### config.mk
export PLATFORM = sky130hd
export DESIGN_NAME = two_field_digit_column_renderer_flat
export DESIGN_NICKNAME = d
export VERILOG_FILES = /design/src/rtl/tdcr_pkg.sv /design/src/rtl/tdcr_if.sv /design/src/rtl/tdcr_front.sv /design/src/rtl/tdcr_queue.sv /design/src/rtl/tdcr_back.sv /design/src/rtl/two_field_digit_column_renderer.sv /design/src/flat_wrapper.sv
export SDC_FILE = /design/constraint.sdc
export NUM_CORES = 1
export LEC_CHECK = 0
export ABC_AREA = 1
export BUFFER_PORTS_ARGS = -buffer_cell sky130_fd_sc_hd__buf_2
export CORE_ASPECT_RATIO = 1.2
export CORE_MARGIN = 4
export CORE_UTILIZATION = 64
export DETAILED_ROUTE_END_ITERATION = 8
export PLACE_DENSITY = 0.79
export SLEW_MARGIN = 10
export SYNTH_ARGS = -nofsm -noshare
export SYNTH_HDL_FRONTEND = slang
export SYNTH_SLANG_ARGS = --single-unit
### constraint.sdc
create_clock -name clk -period 6.4 [get_ports clk]
set_input_delay 1.28 -clock clk [delete_from_list [all_inputs] [get_ports clk]]
set_output_delay 1.28 -clock clk [all_outputs]
set_load 0.05 [all_outputs]
### src/rtl/tdcr_pkg.sv
// Shared types, constants and font lookup for the two-field digit column renderer.
// No dependencies; every other file imports this package.
package tdcr_pkg;

  localparam int unsigned ValueW    = 14;
  localparam int unsigned ColW      = 4;
  localparam int unsigned BitsW     = 7;
  localparam int unsigned RemW      = 7;   // value modulo 100
  localparam int unsigned QuotW     = 8;   // value divided by 100, at most 163
  localparam int unsigned RecipW    = 13;
  localparam int unsigned RecipShift = 19;
  localparam int unsigned QueueDepthDefault = 2;

  // floor(v * 5243 / 2^19) equals v / 100 for every 14-bit v
  localparam logic [RecipW-1:0] Recip      = 13'd5243;
  localparam logic [QuotW+RemW-2:0] Hundred = 14'd100;
  localparam logic [ValueW-1:0] BlankValue = 14'd9999;
  localparam logic [BitsW-1:0]  ColonBits  = 7'h28;
  localparam logic [ColW-1:0]   ColonCol   = 4'd7;
  localparam logic [ColW-1:0]   LastCol    = 4'd15;

  typedef enum logic {
    REQ_TIME  = 1'b0,
    REQ_SPLIT = 1'b1
  } req_kind_t;

  typedef struct packed {
    logic [3:0] tens;
    logic [3:0] units;
    logic       tens_on;
    logic       units_on;
  } half_t;

  typedef struct packed {
    half_t left;
    half_t right;
    logic  colon;
  } frame_t;

  // Tens digit of a value below 100: count the decade thresholds it reaches.
  function automatic logic [3:0] tens_of(logic [RemW-1:0] m);
    logic [3:0] t;
    t = 4'd0;
    for (int i = 1; i < 10; i++) begin
      if (m >= RemW'(i * 10)) begin
        t = 4'(i);
      end
    end
    return t;
  endfunction

  // One column of the 3-wide font.
  function automatic logic [BitsW-1:0] glyph_col(logic [3:0] d, logic [1:0] i);
    logic [BitsW-1:0] c0, c1, c2;
    c0 = '0;
    c1 = '0;
    c2 = '0;
    unique case (d)
      4'd0:    begin c0 = 7'h7c; c1 = 7'h44; c2 = 7'h7c; end
      4'd1:    begin c0 = 7'h00; c1 = 7'h7c; c2 = 7'h00; end
      4'd2:    begin c0 = 7'h5c; c1 = 7'h54; c2 = 7'h74; end
      4'd3:    begin c0 = 7'h54; c1 = 7'h54; c2 = 7'h7c; end
      4'd4:    begin c0 = 7'h70; c1 = 7'h10; c2 = 7'h7c; end
      4'd5:    begin c0 = 7'h74; c1 = 7'h54; c2 = 7'h5c; end
      4'd6:    begin c0 = 7'h7c; c1 = 7'h54; c2 = 7'h5c; end
      4'd7:    begin c0 = 7'h40; c1 = 7'h40; c2 = 7'h7c; end
      4'd8:    begin c0 = 7'h7c; c1 = 7'h54; c2 = 7'h7c; end
      4'd9:    begin c0 = 7'h74; c1 = 7'h54; c2 = 7'h7c; end
      default: begin c0 = '0;    c1 = '0;    c2 = '0;    end
    endcase
    case (i)
      2'd0:    return c0;
      2'd1:    return c1;
      2'd2:    return c2;
      default: return '0;
    endcase
  endfunction

endpackage

### src/rtl/tdcr_if.sv
// Valid/ready channel interfaces: render requests in, column transfers out.
// Depends on tdcr_pkg for field widths.
interface tdcr_req_if;
  import tdcr_pkg::*;
  logic              valid;
  logic              ready;
  logic              req_type;
  logic [ValueW-1:0] left_value;
  logic [ValueW-1:0] right_value;
  logic              colon_on;

  modport source (output valid, req_type, left_value, right_value, colon_on, input ready);
  modport sink   (input valid, req_type, left_value, right_value, colon_on, output ready);
endinterface

interface tdcr_col_if;
  import tdcr_pkg::*;
  logic             valid;
  logic             ready;
  logic [ColW-1:0]  column_index;
  logic [BitsW-1:0] column_bits;
  logic             last_column;

  modport source (output valid, column_index, column_bits, last_column, input ready);
  modport sink   (input valid, column_index, column_bits, last_column, output ready);
endinterface

### src/rtl/tdcr_front.sv
// Front end: accept requests, reduce both values modulo 100, classify digits.
// Two-stage pipeline; depends on tdcr_pkg and tdcr_req_if.
module tdcr_front (
  input  logic              clk,
  input  logic              rst,
  tdcr_req_if.sink          req,
  output logic              fr_valid,
  input  logic              fr_ready,
  output tdcr_pkg::frame_t  fr
);
  import tdcr_pkg::*;

  // stage 1: captured request
  logic              s1_valid;
  logic              s1_split;
  logic              s1_colon;
  logic [ValueW-1:0] s1_lv, s1_rv;

  // stage 2: quotients by 100 and sentinel flags
  logic              s2_valid;
  logic              s2_split;
  logic              s2_colon;
  logic              s2_lblank, s2_rblank;
  logic [ValueW-1:0] s2_lv, s2_rv;
  logic [QuotW-1:0]  s2_lq, s2_rq;

  logic adv1, adv2;
  logic [ValueW+RecipW-1:0] lprod, rprod;
  logic [RemW-1:0] lm, rm;

  assign adv2      = s2_valid && fr_ready;
  assign adv1      = s1_valid && (!s2_valid || adv2);
  assign req.ready = !s1_valid || adv1;

  assign lprod = (ValueW+RecipW)'(s1_lv) * (ValueW+RecipW)'(Recip);
  assign rprod = (ValueW+RecipW)'(s1_rv) * (ValueW+RecipW)'(Recip);

  always_ff @(posedge clk) begin
    if (rst) begin
      s1_valid <= 1'b0;
      s2_valid <= 1'b0;
    end else begin
      if (req.ready) begin
        s1_valid <= req.valid;
      end
      if (adv1) begin
        s2_valid <= 1'b1;
      end else if (adv2) begin
        s2_valid <= 1'b0;
      end
    end
  end

  always_ff @(posedge clk) begin
    if (req.valid && req.ready) begin
      s1_split <= req.req_type;
      s1_colon <= req.colon_on;
      s1_lv    <= req.left_value;
      s1_rv    <= req.right_value;
    end
    if (adv1) begin
      s2_split  <= s1_split;
      s2_colon  <= s1_colon;
      s2_lblank <= (s1_lv == BlankValue);
      s2_rblank <= (s1_rv == BlankValue);
      s2_lv     <= s1_lv;
      s2_rv     <= s1_rv;
      s2_lq     <= lprod[RecipShift +: QuotW];
      s2_rq     <= rprod[RecipShift +: QuotW];
    end
  end

  // remainder fits in 7 bits since the quotient is exact
  assign lm = RemW'(s2_lv - ValueW'(ValueW'(s2_lq) * Hundred));
  assign rm = RemW'(s2_rv - ValueW'(ValueW'(s2_rq) * Hundred));

  function automatic half_t make_half(logic [RemW-1:0] m, logic blank, logic force_tens);
    half_t h;
    logic [3:0] t;
    t          = tens_of(m);
    h.tens     = t;
    h.units    = 4'(m - RemW'({t, 3'b000}) - RemW'({t, 1'b0}));
    h.units_on = !blank;
    h.tens_on  = !blank && (force_tens || (t != 4'd0));
    return h;
  endfunction

  always_comb begin
    if (req_kind_t'(s2_split) == REQ_SPLIT) begin
      fr.left  = make_half(lm, s2_lblank, 1'b0);
      fr.right = make_half(rm, s2_rblank, 1'b0);
      fr.colon = 1'b0;
    end else begin
      fr.left  = make_half(lm, 1'b0, 1'b0);
      fr.right = make_half(rm, 1'b0, 1'b1);
      fr.colon = s2_colon;
    end
  end

  assign fr_valid = s2_valid;

  a_s2_holds: assert property (@(posedge clk) disable iff (rst)
    s2_valid && !fr_ready |=> s2_valid && $stable(s2_lq) && $stable(s2_rq))
    else $error("front stage 2 lost a stalled entry");
  a_adv_fill: assert property (@(posedge clk) disable iff (rst)
    adv1 |=> s2_valid)
    else $error("front stage 2 not filled on advance");

endmodule

### src/rtl/tdcr_queue.sv
// Small FIFO of classified frames between front and back ends.
// Depends on tdcr_pkg for the frame type.
module tdcr_queue #(
  parameter int unsigned Depth = tdcr_pkg::QueueDepthDefault
) (
  input  logic             clk,
  input  logic             rst,
  input  logic             push_valid,
  output logic             push_ready,
  input  tdcr_pkg::frame_t push_data,
  output logic             pop_valid,
  input  logic             pop_ready,
  output tdcr_pkg::frame_t pop_data
);
  import tdcr_pkg::*;

  localparam int unsigned PtrW = (Depth > 1) ? $clog2(Depth) : 1;
  localparam int unsigned CntW = $clog2(Depth + 1);

  frame_t          mem [Depth];
  logic [PtrW-1:0] wr_ptr, rd_ptr;
  logic [CntW-1:0] count;
  logic            push, pop;

  assign push_ready = (count != CntW'(Depth));
  assign pop_valid  = (count != '0);
  assign push       = push_valid && push_ready;
  assign pop        = pop_valid && pop_ready;
  assign pop_data   = mem[rd_ptr];

  function automatic logic [PtrW-1:0] bump(logic [PtrW-1:0] p);
    return (p == PtrW'(Depth - 1)) ? '0 : p + 1'b1;
  endfunction

  always_ff @(posedge clk) begin
    if (rst) begin
      wr_ptr <= '0;
      rd_ptr <= '0;
      count  <= '0;
    end else begin
      if (push) begin
        wr_ptr <= bump(wr_ptr);
      end
      if (pop) begin
        rd_ptr <= bump(rd_ptr);
      end
      if (push && !pop) begin
        count <= count + 1'b1;
      end else if (pop && !push) begin
        count <= count - 1'b1;
      end
    end
  end

  always_ff @(posedge clk) begin
    if (push) begin
      mem[wr_ptr] <= push_data;
    end
  end

  a_count_bound: assert property (@(posedge clk) disable iff (rst)
    count <= CntW'(Depth))
    else $error("queue count above depth");
  a_ptr_track: assert property (@(posedge clk) disable iff (rst)
    (count == '0 || count == CntW'(Depth)) |-> wr_ptr == rd_ptr)
    else $error("queue pointers disagree with count");

endmodule

### src/rtl/tdcr_back.sv
// Back end: walk the 16 columns of one frame and drive the column channel.
// Depends on tdcr_pkg and tdcr_col_if.
module tdcr_back (
  input  logic             clk,
  input  logic             rst,
  input  logic             fr_valid,
  output logic             fr_ready,
  input  tdcr_pkg::frame_t fr,
  tdcr_col_if.source       col
);
  import tdcr_pkg::*;

  frame_t           cur;
  logic             busy;
  logic [ColW-1:0]  cnt;
  logic             emit, load;
  logic [BitsW-1:0] bits;
  logic [1:0]       sub;

  assign emit     = busy && (!col.valid || col.ready);
  assign fr_ready = !busy || (emit && cnt == LastCol);
  assign load     = fr_valid && fr_ready;

  // columns 9-11 and 13-15 start one off from the low bits of the index
  assign sub = cnt[1:0] - 2'd1;

  always_comb begin
    case (cnt) inside
      4'd0, 4'd1, 4'd2:
        bits = cur.left.tens_on ? glyph_col(cur.left.tens, cnt[1:0]) : '0;
      4'd4, 4'd5, 4'd6:
        bits = cur.left.units_on ? glyph_col(cur.left.units, cnt[1:0]) : '0;
      ColonCol:
        bits = cur.colon ? ColonBits : '0;
      4'd9, 4'd10, 4'd11:
        bits = cur.right.tens_on ? glyph_col(cur.right.tens, sub) : '0;
      4'd13, 4'd14, 4'd15:
        bits = cur.right.units_on ? glyph_col(cur.right.units, sub) : '0;
      default:
        bits = '0;
    endcase
  end

  always_ff @(posedge clk) begin
    if (rst) begin
      busy      <= 1'b0;
      cnt       <= '0;
      col.valid <= 1'b0;
    end else begin
      if (load) begin
        busy <= 1'b1;
        cnt  <= '0;
      end else if (emit) begin
        cnt <= cnt + 1'b1;
        if (cnt == LastCol) begin
          busy <= 1'b0;
        end
      end
      if (emit) begin
        col.valid <= 1'b1;
      end else if (col.ready) begin
        col.valid <= 1'b0;
      end
    end
  end

  always_ff @(posedge clk) begin
    if (load) begin
      cur <= fr;
    end
    if (emit) begin
      col.column_index <= cnt;
      col.column_bits  <= bits;
      col.last_column  <= (cnt == LastCol);
    end
  end

  a_load_start: assert property (@(posedge clk) disable iff (rst)
    load |=> busy && cnt == '0)
    else $error("frame load did not restart the column walk");
  a_walk_on: assert property (@(posedge clk) disable iff (rst)
    emit && cnt != LastCol |=> busy && cnt == $past(cnt) + 1'b1)
    else $error("column walk stopped early");

endmodule

### src/rtl/two_field_digit_column_renderer.sv
// Two-field digit column renderer: renders two numbers as 16 LED matrix columns.
// Depends on tdcr_pkg, tdcr_if, tdcr_front, tdcr_queue and tdcr_back.
//
// Usage:
//   req  - valid/ready sink. One transfer carries req_type (0 time, 1 split),
//          left_value, right_value and colon_on.
//   col  - valid/ready source. Each request yields 16 transfers, column_index
//          0 up to 15, with column_bits the lit rows and last_column set on 15.
// Path: the first column of a request passes the two front stages, the queue,
//   the back end's frame register and the output register.
// Throughput: one column per cycle while col stays ready; the back end's
//   column counter sets this. The front end and the frame queue take the
//   next requests while the current frame is still being emitted, so frames
//   follow each other with no gap when col stays ready.
// Reset (rst, synchronous, active high) empties the pipeline, the queue and
//   the output register; no result is pending afterwards.
// When the receiver stalls, the output register holds its column, the back
//   end freezes, the queue fills and req.ready drops once all stages are full.
module two_field_digit_column_renderer #(
  parameter int unsigned QueueDepth = tdcr_pkg::QueueDepthDefault
) (
  input logic        clk,
  input logic        rst,
  tdcr_req_if.sink   req,
  tdcr_col_if.source col
);
  import tdcr_pkg::*;

  // front end -> queue
  logic   fq_valid, fq_ready;
  frame_t fq_data;
  // queue -> back end
  logic   qb_valid, qb_ready;
  frame_t qb_data;

  // Reduce and classify both values.
  tdcr_front u_front (
    .clk      (clk),
    .rst      (rst),
    .req      (req),
    .fr_valid (fq_valid),
    .fr_ready (fq_ready),
    .fr       (fq_data)
  );

  // Decouple classification from column output.
  tdcr_queue #(
    .Depth (QueueDepth)
  ) u_queue (
    .clk        (clk),
    .rst        (rst),
    .push_valid (fq_valid),
    .push_ready (fq_ready),
    .push_data  (fq_data),
    .pop_valid  (qb_valid),
    .pop_ready  (qb_ready),
    .pop_data   (qb_data)
  );

  // Walk the columns of each frame.
  tdcr_back u_back (
    .clk      (clk),
    .rst      (rst),
    .fr_valid (qb_valid),
    .fr_ready (qb_ready),
    .fr       (qb_data),
    .col      (col)
  );

  a_last_marks_end: assert property (@(posedge clk) disable iff (rst)
    col.valid |-> (col.last_column == (col.column_index == LastCol)))
    else $error("last_column out of step with column_index");
  a_order: assert property (@(posedge clk) disable iff (rst)
    col.valid && col.ready && !col.last_column |=>
      !col.valid || col.column_index == $past(col.column_index) + 1'b1)
    else $error("columns out of order");

endmodule
### src/flat_wrapper.sv
// flat-port wrapper written by rule: the top's interface ports become plain ports
module two_field_digit_column_renderer_flat import tdcr_pkg::*;
#(
  parameter int unsigned QueueDepth = tdcr_pkg::QueueDepthDefault
)
  (clk, rst, req_valid, req_req_type, req_left_value, req_right_value, req_colon_on, req_ready, col_valid, col_column_index, col_column_bits, col_last_column, col_ready);
  tdcr_req_if req_i ();
  tdcr_col_if col_i ();
  input logic clk;
  input logic rst;
  input wire logic [$bits(req_i.valid)-1:0] req_valid;
  input wire logic [$bits(req_i.req_type)-1:0] req_req_type;
  input wire logic [$bits(req_i.left_value)-1:0] req_left_value;
  input wire logic [$bits(req_i.right_value)-1:0] req_right_value;
  input wire logic [$bits(req_i.colon_on)-1:0] req_colon_on;
  output wire logic [$bits(req_i.ready)-1:0] req_ready;
  output wire logic [$bits(col_i.valid)-1:0] col_valid;
  output wire logic [$bits(col_i.column_index)-1:0] col_column_index;
  output wire logic [$bits(col_i.column_bits)-1:0] col_column_bits;
  output wire logic [$bits(col_i.last_column)-1:0] col_last_column;
  input wire logic [$bits(col_i.ready)-1:0] col_ready;
  assign req_i.valid = req_valid;
  assign req_i.req_type = req_req_type;
  assign req_i.left_value = req_left_value;
  assign req_i.right_value = req_right_value;
  assign req_i.colon_on = req_colon_on;
  assign req_ready = req_i.ready;
  assign col_valid = col_i.valid;
  assign col_column_index = col_i.column_index;
  assign col_column_bits = col_i.column_bits;
  assign col_last_column = col_i.last_column;
  assign col_i.ready = col_ready;
  two_field_digit_column_renderer #(.QueueDepth(QueueDepth)) u_core (.clk(clk), .rst(rst), .req(req_i), .col(col_i));
endmodule
# [Word level (Yosys, flattened, before mapping)]
# Memories as Yosys holds them, arrays and structs flattened. A register that Yosys moved wholly into a read port is not among the register bits.
# Cells that the tools add are included.
[totals] elab_cells=175 input_bits=34 register_bits=88 mem_bits_rw=42 memories=5 mem_bits_ro=960 output_inout_bits=14
[op_classes] mux=50 n_eq_ne=19 add_sub_neg=16 n_mul=4 n_reduce_logical=40 magnitude_cmp=18
[mem_list] name="(no name shown)" words=16 width=15 read_ports=1 rd_clocked_by_memory_dff=0 write_ports=0 line="tdcr_pkg.sv:58" source="unique case (d)"
[mem_list] name="(no name shown)" words=16 width=15 read_ports=1 rd_clocked_by_memory_dff=0 write_ports=0 line="tdcr_pkg.sv:58"
[mem_list] name="(no name shown)" words=16 width=15 read_ports=1 rd_clocked_by_memory_dff=0 write_ports=0 line="tdcr_pkg.sv:58"
[mem_list] name="(no name shown)" words=16 width=15 read_ports=1 rd_clocked_by_memory_dff=0 write_ports=0 line="tdcr_pkg.sv:58"
[mem_list] name="u_core.u_queue.mem" words=2 width=21 read_ports=1 rd_clocked_by_memory_dff=1 write_ports=1 line="tdcr_queue.sv:20" source="frame_t mem [Depth];"
[ops] cell="one-hot mux 7 bit (3 select lines)" n=4
[ops] cell="two-way mux 4 bit" n=20
[ops] cell="two-way mux 7 bit" n=9
[ops] cell="multiplier 14 x 13 -> 27 bit, second input constant" n=2
[ops] cell="greater-or-equal comparator 7 x 6 -> 1 bit, second input constant" n=6
[ops] cell="greater-or-equal comparator 7 bit, second input constant" n=6
[ops] cell="subtractor 4 bit" n=8
[ops] cell="equality test 14 bit, second input constant" n=2
[ops] cell="greater-or-equal comparator 7 x 5 -> 1 bit, second input constant" n=4
[ops] cell="equality test 4 bit, second input constant" n=6
[ops] cell="two-way mux 21 bit" n=1
[ops] cell="equality test 4 x 3 -> 1 bit, second input constant" n=4
[ops] cell="multiplier 8 x 5 -> 5 bit, second input constant" n=2
[ops] cell="greater-or-equal comparator 7 x 4 -> 1 bit, second input constant" n=2
[ops] cell="subtractor 7 bit" n=2
[ops] cell="two-way mux 1 bit" n=13
[ops] cell="nonzero test 2 bit" n=6
[ops] cell="nonzero test 4 bit" n=3
[ops] cell="OR reduction 3 bit" n=4
[ops] cell="logical AND 1 bit" n=10
[ops] cell="zero test 1 bit" n=8
[ops] cell="two-way mux 6 bit" n=1
[ops] cell="adder 4 x 1 -> 4 bit, second input constant" n=1
[ops] cell="equality test 2 x 1 -> 1 bit, second input constant" n=2
[ops] cell="other kinds (13)" n=21

# [Depth between registers and ports, before layout]
[logic_depth] depth_word=16 depth_mapped=23 depth_no_buf=23

# [By module]
# A second synthesis with hierarchy kept.
[hier_totals] cells_unflattened=1637 hier_area_um2=15625.0
[modules_own_cells] mod="tdcr_front" n_inst=1 area_per_inst_um2=9565.4 seq_area_each_um2=1781.7 cells_each=1001
[modules_own_cells] mod="tdcr_back" n_inst=1 area_per_inst_um2=4217.8 seq_area_each_um2=1931.9 cells_each=534
[modules_own_cells] mod="tdcr_queue" n_inst=1 area_per_inst_um2=1841.8 seq_area_each_um2=1361.3 cells_each=102

# [Worst setup path before layout]
# No wires, ideal clock.
[synth_path] path_kind="register to register" start="register u_core.u_front.s1_rv[11]" end="register u_core.u_front.s2_rq[4], data pin" setup_slack_ns=1.872 path_buffers=0 setup_ns=0.260 required_ns=6.140 synth_period_minus_slack_ns=4.528 t_arrival_ns=4.269 path_stages_with_launch=18 cell_sequence="edfxtp_1 fa_1 ha_1 inv_1 fa_1 inv_1 fa_1 inv_1 fa_1 inv_1 ha_1 nand2_1 nor4_2 nand3_1 o211ai_2 a21oi_1 o21bai_1 xnor2_1"
[synth_via] elab_chain_len=1
[synth_lines] item="start, declared" line="tdcr_front.sv:17" source="logic [ValueW-1:0] s1_lv, s1_rv;"
[synth_lines] item="start signal, assigned" line="tdcr_front.sv:59" source="s1_rv <= req.right_value;"
[synth_lines] item="multiplier 14 x 13 -> 27 bit" line="tdcr_front.sv:36" source="assign rprod = (ValueW+RecipW)'(s1_rv) * (ValueW+RecipW)'(Recip);"
[synth_lines] item="named net u_core.u_front.rprod[23]" line="tdcr_front.sv:28" source="logic [ValueW+RecipW-1:0] lprod, rprod;"
[synth_lines] item="end signal, assigned" line="tdcr_front.sv:69" source="s2_rq <= rprod[RecipShift +: QuotW];"
[synth_lines] item="end, declared" line="tdcr_front.sv:25" source="logic [QuotW-1:0] s2_lq, s2_rq;"
# The timed path passes the listed nets, and every way through them passes these cells.
# A chain may end at the register's enable or synchronous reset.

# [Final worst setup path]
[layout_path] start="register u_core.u_front.s1_lv[6]" end="register u_core.u_front.s2_lq[4], data pin"
[layout_via] elab_chain_len=1
[layout_lines] item="start, declared" line="tdcr_front.sv:17"
[layout_lines] item="start signal, assigned" line="tdcr_front.sv:58" source="s1_lv <= req.left_value;"
[layout_lines] item="multiplier 14 x 13 -> 27 bit" line="tdcr_front.sv:35" source="assign lprod = (ValueW+RecipW)'(s1_lv) * (ValueW+RecipW)'(Recip);"
[layout_lines] item="named net u_core.u_front.lprod[23]" line="tdcr_front.sv:28"
[layout_lines] item="end signal, assigned" line="tdcr_front.sv:68" source="s2_lq <= lprod[RecipShift +: QuotW];"
[layout_lines] item="end, declared" line="tdcr_front.sv:25"
# The timed path passes the listed nets, and every way through them passes these cells.

==> impl_results.md <==
* Status: completed
* Clock-pin slew of the registers on the worst-case setup and hold paths at 0.06 ns
* Final count of hold timing violations at 0
* Via count of the first global-routing pass at 9,845
* Number of buffers created by CTS at 17
* Worst slew margin relative to its limit at 0.2451
* Antenna Diode Count at 0
* Number of sinks on the clock net at 143
* Required time of the critical path at around 6.6 ns
* Number of synthesized register bits at 143
* Fmax at 198.6 MHz
* Summed negative setup slack over all endpoints at 0 ns
* Number of vias per cell at 5.361
* Post-synthesis instance area at 0.01376 mm2
* Post-synthesis share of cell area spent on and, or, nand and nor gates at 0.1149
* Worst min path class: reg -> reg
* Number of inserted filler cells in the final layout at 1,548
* Total number of vias at 9,452
* Detail Placement HPWL at 22,020 um
* Synth Area in Adders at 0.3935
* Stage delay of the slowest cell on the critical path at approximately 0.56 ns
* Primary flip-flop cell chosen by synthesis mapping: sky130_fd_sc_hd__edfxtp_1
* VDD IR-drop max at around 550 uV
* Fraction of layout cells with a size suffix above 1 at 0.07636
* Routability congestion estimate at 0.9281
* Sequential share of the synthesized area at 0.3034
* Global-route wire length before repair at 45,640 um
* Clock skew at 0.006674 ns
* Static Leak at 7.484 nW
* P per Cell Area at 492.5 mW/mm2
* Number of post-CTS setup repair buffers at 0
* Starting density of the core at 0.6536
* Die area at 0.02391 mm2
* Largest net degree at the start of global routing at 31
* Proportion of register bits with asynchronous set or reset after synthesis at 0
* Share of the synthesized area in compound gates (AO/OA/AOI/OAI) at 0.06285
* Number of warnings issued by yosys at 0
* Width of the chip at approximately 140 um
* Total power after layout at 0.007317 W
* # nets final at 1,871
* Minimum clock period at 5.034 ns
* Cell at the slowest stage of the critical path: sky130_fd_sc_hd__fa_1
* Area grow syn2layout at 8.004%
* Data arrival time at the worst-slack endpoint at between 5 and 6 ns
* Cell family with the largest share of critical-path delay: adder cells
* Number of enable flip-flop cells after synthesis at 131
* Root Buffer: sky130_fd_sc_hd__clkbuf_16
* Wire per inst at 15.37 um
* Top-level port count at 48
* Pin slew with the least headroom to its limit at 1.131 ns
* Final setup violation count at 0
* Remaining antenna violation count after routing at 0
* Tot GR Track Use at 0.2402
* DRC marker count from the first detailed-route iteration at 435
* Maximum buffer depth of the clock tree at 2
* Crit path launch type: flip-flop
* Hold_buf cts at 0
* Portion of the clock cycle consumed by the worst path in the final layout at 0.7866
* Buffering stage count on the worst path with inverters included at 4
* Routed wire length at 27,090 um
* Clock insertion delay at the later pin of the skew report at around 0.43 ns
* Post-Syn Instances at 1,422
* Post-synthesis cell type count at around 50
* Kind of critical path: reg -> reg
* Synth Area per Inst at 9.673 um2
* Port Buf Inserts at 45
* Core Rows at 58
* Unrepaired setup endpoints after global routing: false
* Final Max Tran Viols at 0
* Peak fanout along the critical path at 6
* CTS tree: yes
* Resize count post-CTS at 0
* Crit path capture type: flip-flop
* Share of cell area taken by muxes after synthesis at 0
* Global route overflow at 0
* Iteration count of the initial detailed-routing pass at 5
* Cell-by-cell listing of the critical path: inv_1 > fa_1 > inv_1 > ha_1 > fa_1 > fa_1 > inv_1 > fa_1 > inv_1 > ha_1 > a21oi_1 > o21ai_0 > o21bai_1 > a21oi_1 > o21ai_0 > nand2_1 > nand2_1 > nand2_1 > nand2_1 > nand2_1 > nand2_1
* Max cap viols at 0
* Main combinational cell family by area after synthesis: adder cells
* Top cell by count, worst path: sky130_fd_sc_hd__nand2_1
* Area of the core at 0.02105 mm2
* H-tree Lvls at 4
* Fraction of synthesized cell area in xor and xnor cells at 0.02283
* Drc violations at 0
* Initial antenna violation count at 0
* Die height at ~170 um
[report_power, final]
group,switching [W],leakage (nW),internal (W)
clock,0.000405,0.269,0.000546
combinational,0.00296,5.89,0.00175
sequential,0.000166,1.33,0.00149
[synthesized netlist by cell type, drive strengths merged (6+ instances only)]
cell / n / area [um2]
inv: 356 / 1341
ha: 231 / 2890
nand2: 214 / 833.3
edfxtp: 131 / 3934
fa: 126 / 2522
nor2: 81 / 334.1
a21oi: 73 / 380.4
o21ai: 54 / 270.3
nand3: 39 / 215.2
nand4: 19 / 118.9
xor2: 18 / 183.9
xnor2: 14 / 130.1
dfxtp: 12 / 240.2
nor3: 8 / 40.04
o211ai: 7 / 57.55
clkbuf: 6 / 23.77
[logic make-up (layout without fill, tap and decap cells)]
kind of cell | Yosys count | in the layout
flip-flops | 143 | 143
buffers and inverters | 370 | 440
AND/OR/NAND/NOR | 366 | 366
other | 1 | 2
adder cells (fa/ha/maj) | 357 | 357
AO/OA/AOI/OAI | 153 | 153
XOR/XNOR | 32 | 32
[per-stage QoR]
step	worst slack (ns)	utilization	instance area [um2]	cells	hold WS (ns)
floorplan	1.872	-	13760	1423	0.4003
global placement	1.485	0.6796	14300	1731	0.4564
detailed placement	1.427	0.6796	14300	1731	0.4592
CTS	1.368	0.7059	14860	1763	0.4781
global route	1.154	0.7059	14860	1763	0.4884
finish	1.366	0.7059	14860	1763	0.4776
[layout by cell type, fill, tap and decap left out, types with 3 or more instances in the layout]
| cell | synthesis | final |
|---|---|---|
| sky130_fd_sc_hd__a211oi_1 | 4 | 4 |
| sky130_fd_sc_hd__a21oi_1 | 69 | 68 |
| sky130_fd_sc_hd__a21oi_2 | 4 | 5 |
| sky130_fd_sc_hd__buf_2 | 3 | 45 |
| sky130_fd_sc_hd__buf_4 | 2 | 4 |
| sky130_fd_sc_hd__clkbuf_16 | 0 | 17 |
| sky130_fd_sc_hd__clkinv_1 | 3 | 4 |
| sky130_fd_sc_hd__clkinv_2 | 0 | 3 |
| sky130_fd_sc_hd__dfxtp_1 | 12 | 12 |
| sky130_fd_sc_hd__edfxtp_1 | 131 | 131 |
| sky130_fd_sc_hd__fa_1 | 126 | 126 |
| sky130_fd_sc_hd__ha_1 | 231 | 231 |
| sky130_fd_sc_hd__inv_1 | 353 | 353 |
| sky130_fd_sc_hd__inv_6 | 0 | 4 |
| sky130_fd_sc_hd__nand2_1 | 202 | 202 |
| sky130_fd_sc_hd__nand2_2 | 12 | 12 |
| sky130_fd_sc_hd__nand3_1 | 35 | 35 |
| sky130_fd_sc_hd__nand3_2 | 4 | 4 |
| sky130_fd_sc_hd__nand4_1 | 19 | 19 |
| sky130_fd_sc_hd__nor2_1 | 77 | 77 |
| sky130_fd_sc_hd__nor2_4 | 4 | 4 |
| sky130_fd_sc_hd__nor3_1 | 8 | 8 |
| sky130_fd_sc_hd__o211ai_1 | 6 | 6 |
| sky130_fd_sc_hd__o21ai_0 | 52 | 52 |
| sky130_fd_sc_hd__o21bai_1 | 3 | 3 |
| sky130_fd_sc_hd__xnor2_1 | 13 | 13 |
| sky130_fd_sc_hd__xor2_1 | 16 | 16 |
[path summary, 6_finish.rpt]
| check | startpoint | to | slack [ns] | depth (start not counted) |
|---|---|---|---|---|
| setup reg to reg | u_core.u_front.s1_lv[6] | u_core.u_front.s2_lq[4] | 1.37 | 21 |
| setup / recovery | u_core.u_front.s1_lv[6] | u_core.u_front.s2_lq[4] | 1.37 | 21 |
| hold / removal | u_core.u_front.s1_split | u_core.u_front.s2_split | 0.48 | 0 |
| hold reg to reg | u_core.u_front.s1_split | u_core.u_front.s2_split | 0.48 | 0 |
[registers in the layout (all words and copies together) (netlist names), 5 cells and up]
register                       cells
u_core.u_back.col.column_bits      5
u_core.u_back.cur                 21
u_core.u_front.s1_lv              14
u_core.u_front.s1_rv              14
u_core.u_front.s2_lq               5
u_core.u_front.s2_lv               7
u_core.u_front.s2_rq               5
u_core.u_front.s2_rv               7
u_core.u_queue.mem                42
[per-layer routing]
layer	global-route usage	wire [um]	vias up
li1	-	-	4651
met1	0.2889	10730	4493
met2	0.4249	14170	236
met3	0.03673	1081	72
met4	0.1077	1109	0
met5	0	0	-
[final cells by class]
| type | count | area [um2] | area share |
|---|---|---|---|
| Tap cell | 270 | 337.8 | 0.02274 |
| Clock buffer | 20 | 446.7 | 0.03007 |
| Clock inverter | 12 | 107.6 | 0.007243 |
| Timing Repair Buffer | 49 | 255.2 | 0.01718 |
| Inverter | 359 | 1353 | 0.09104 |
| Sequential cell | 143 | 4174 | 0.2810 |
| Multi-Input combinational cell | 910 | 8183 | 0.5508 |
No activity file was read; power rests on OpenSTA's default activity.
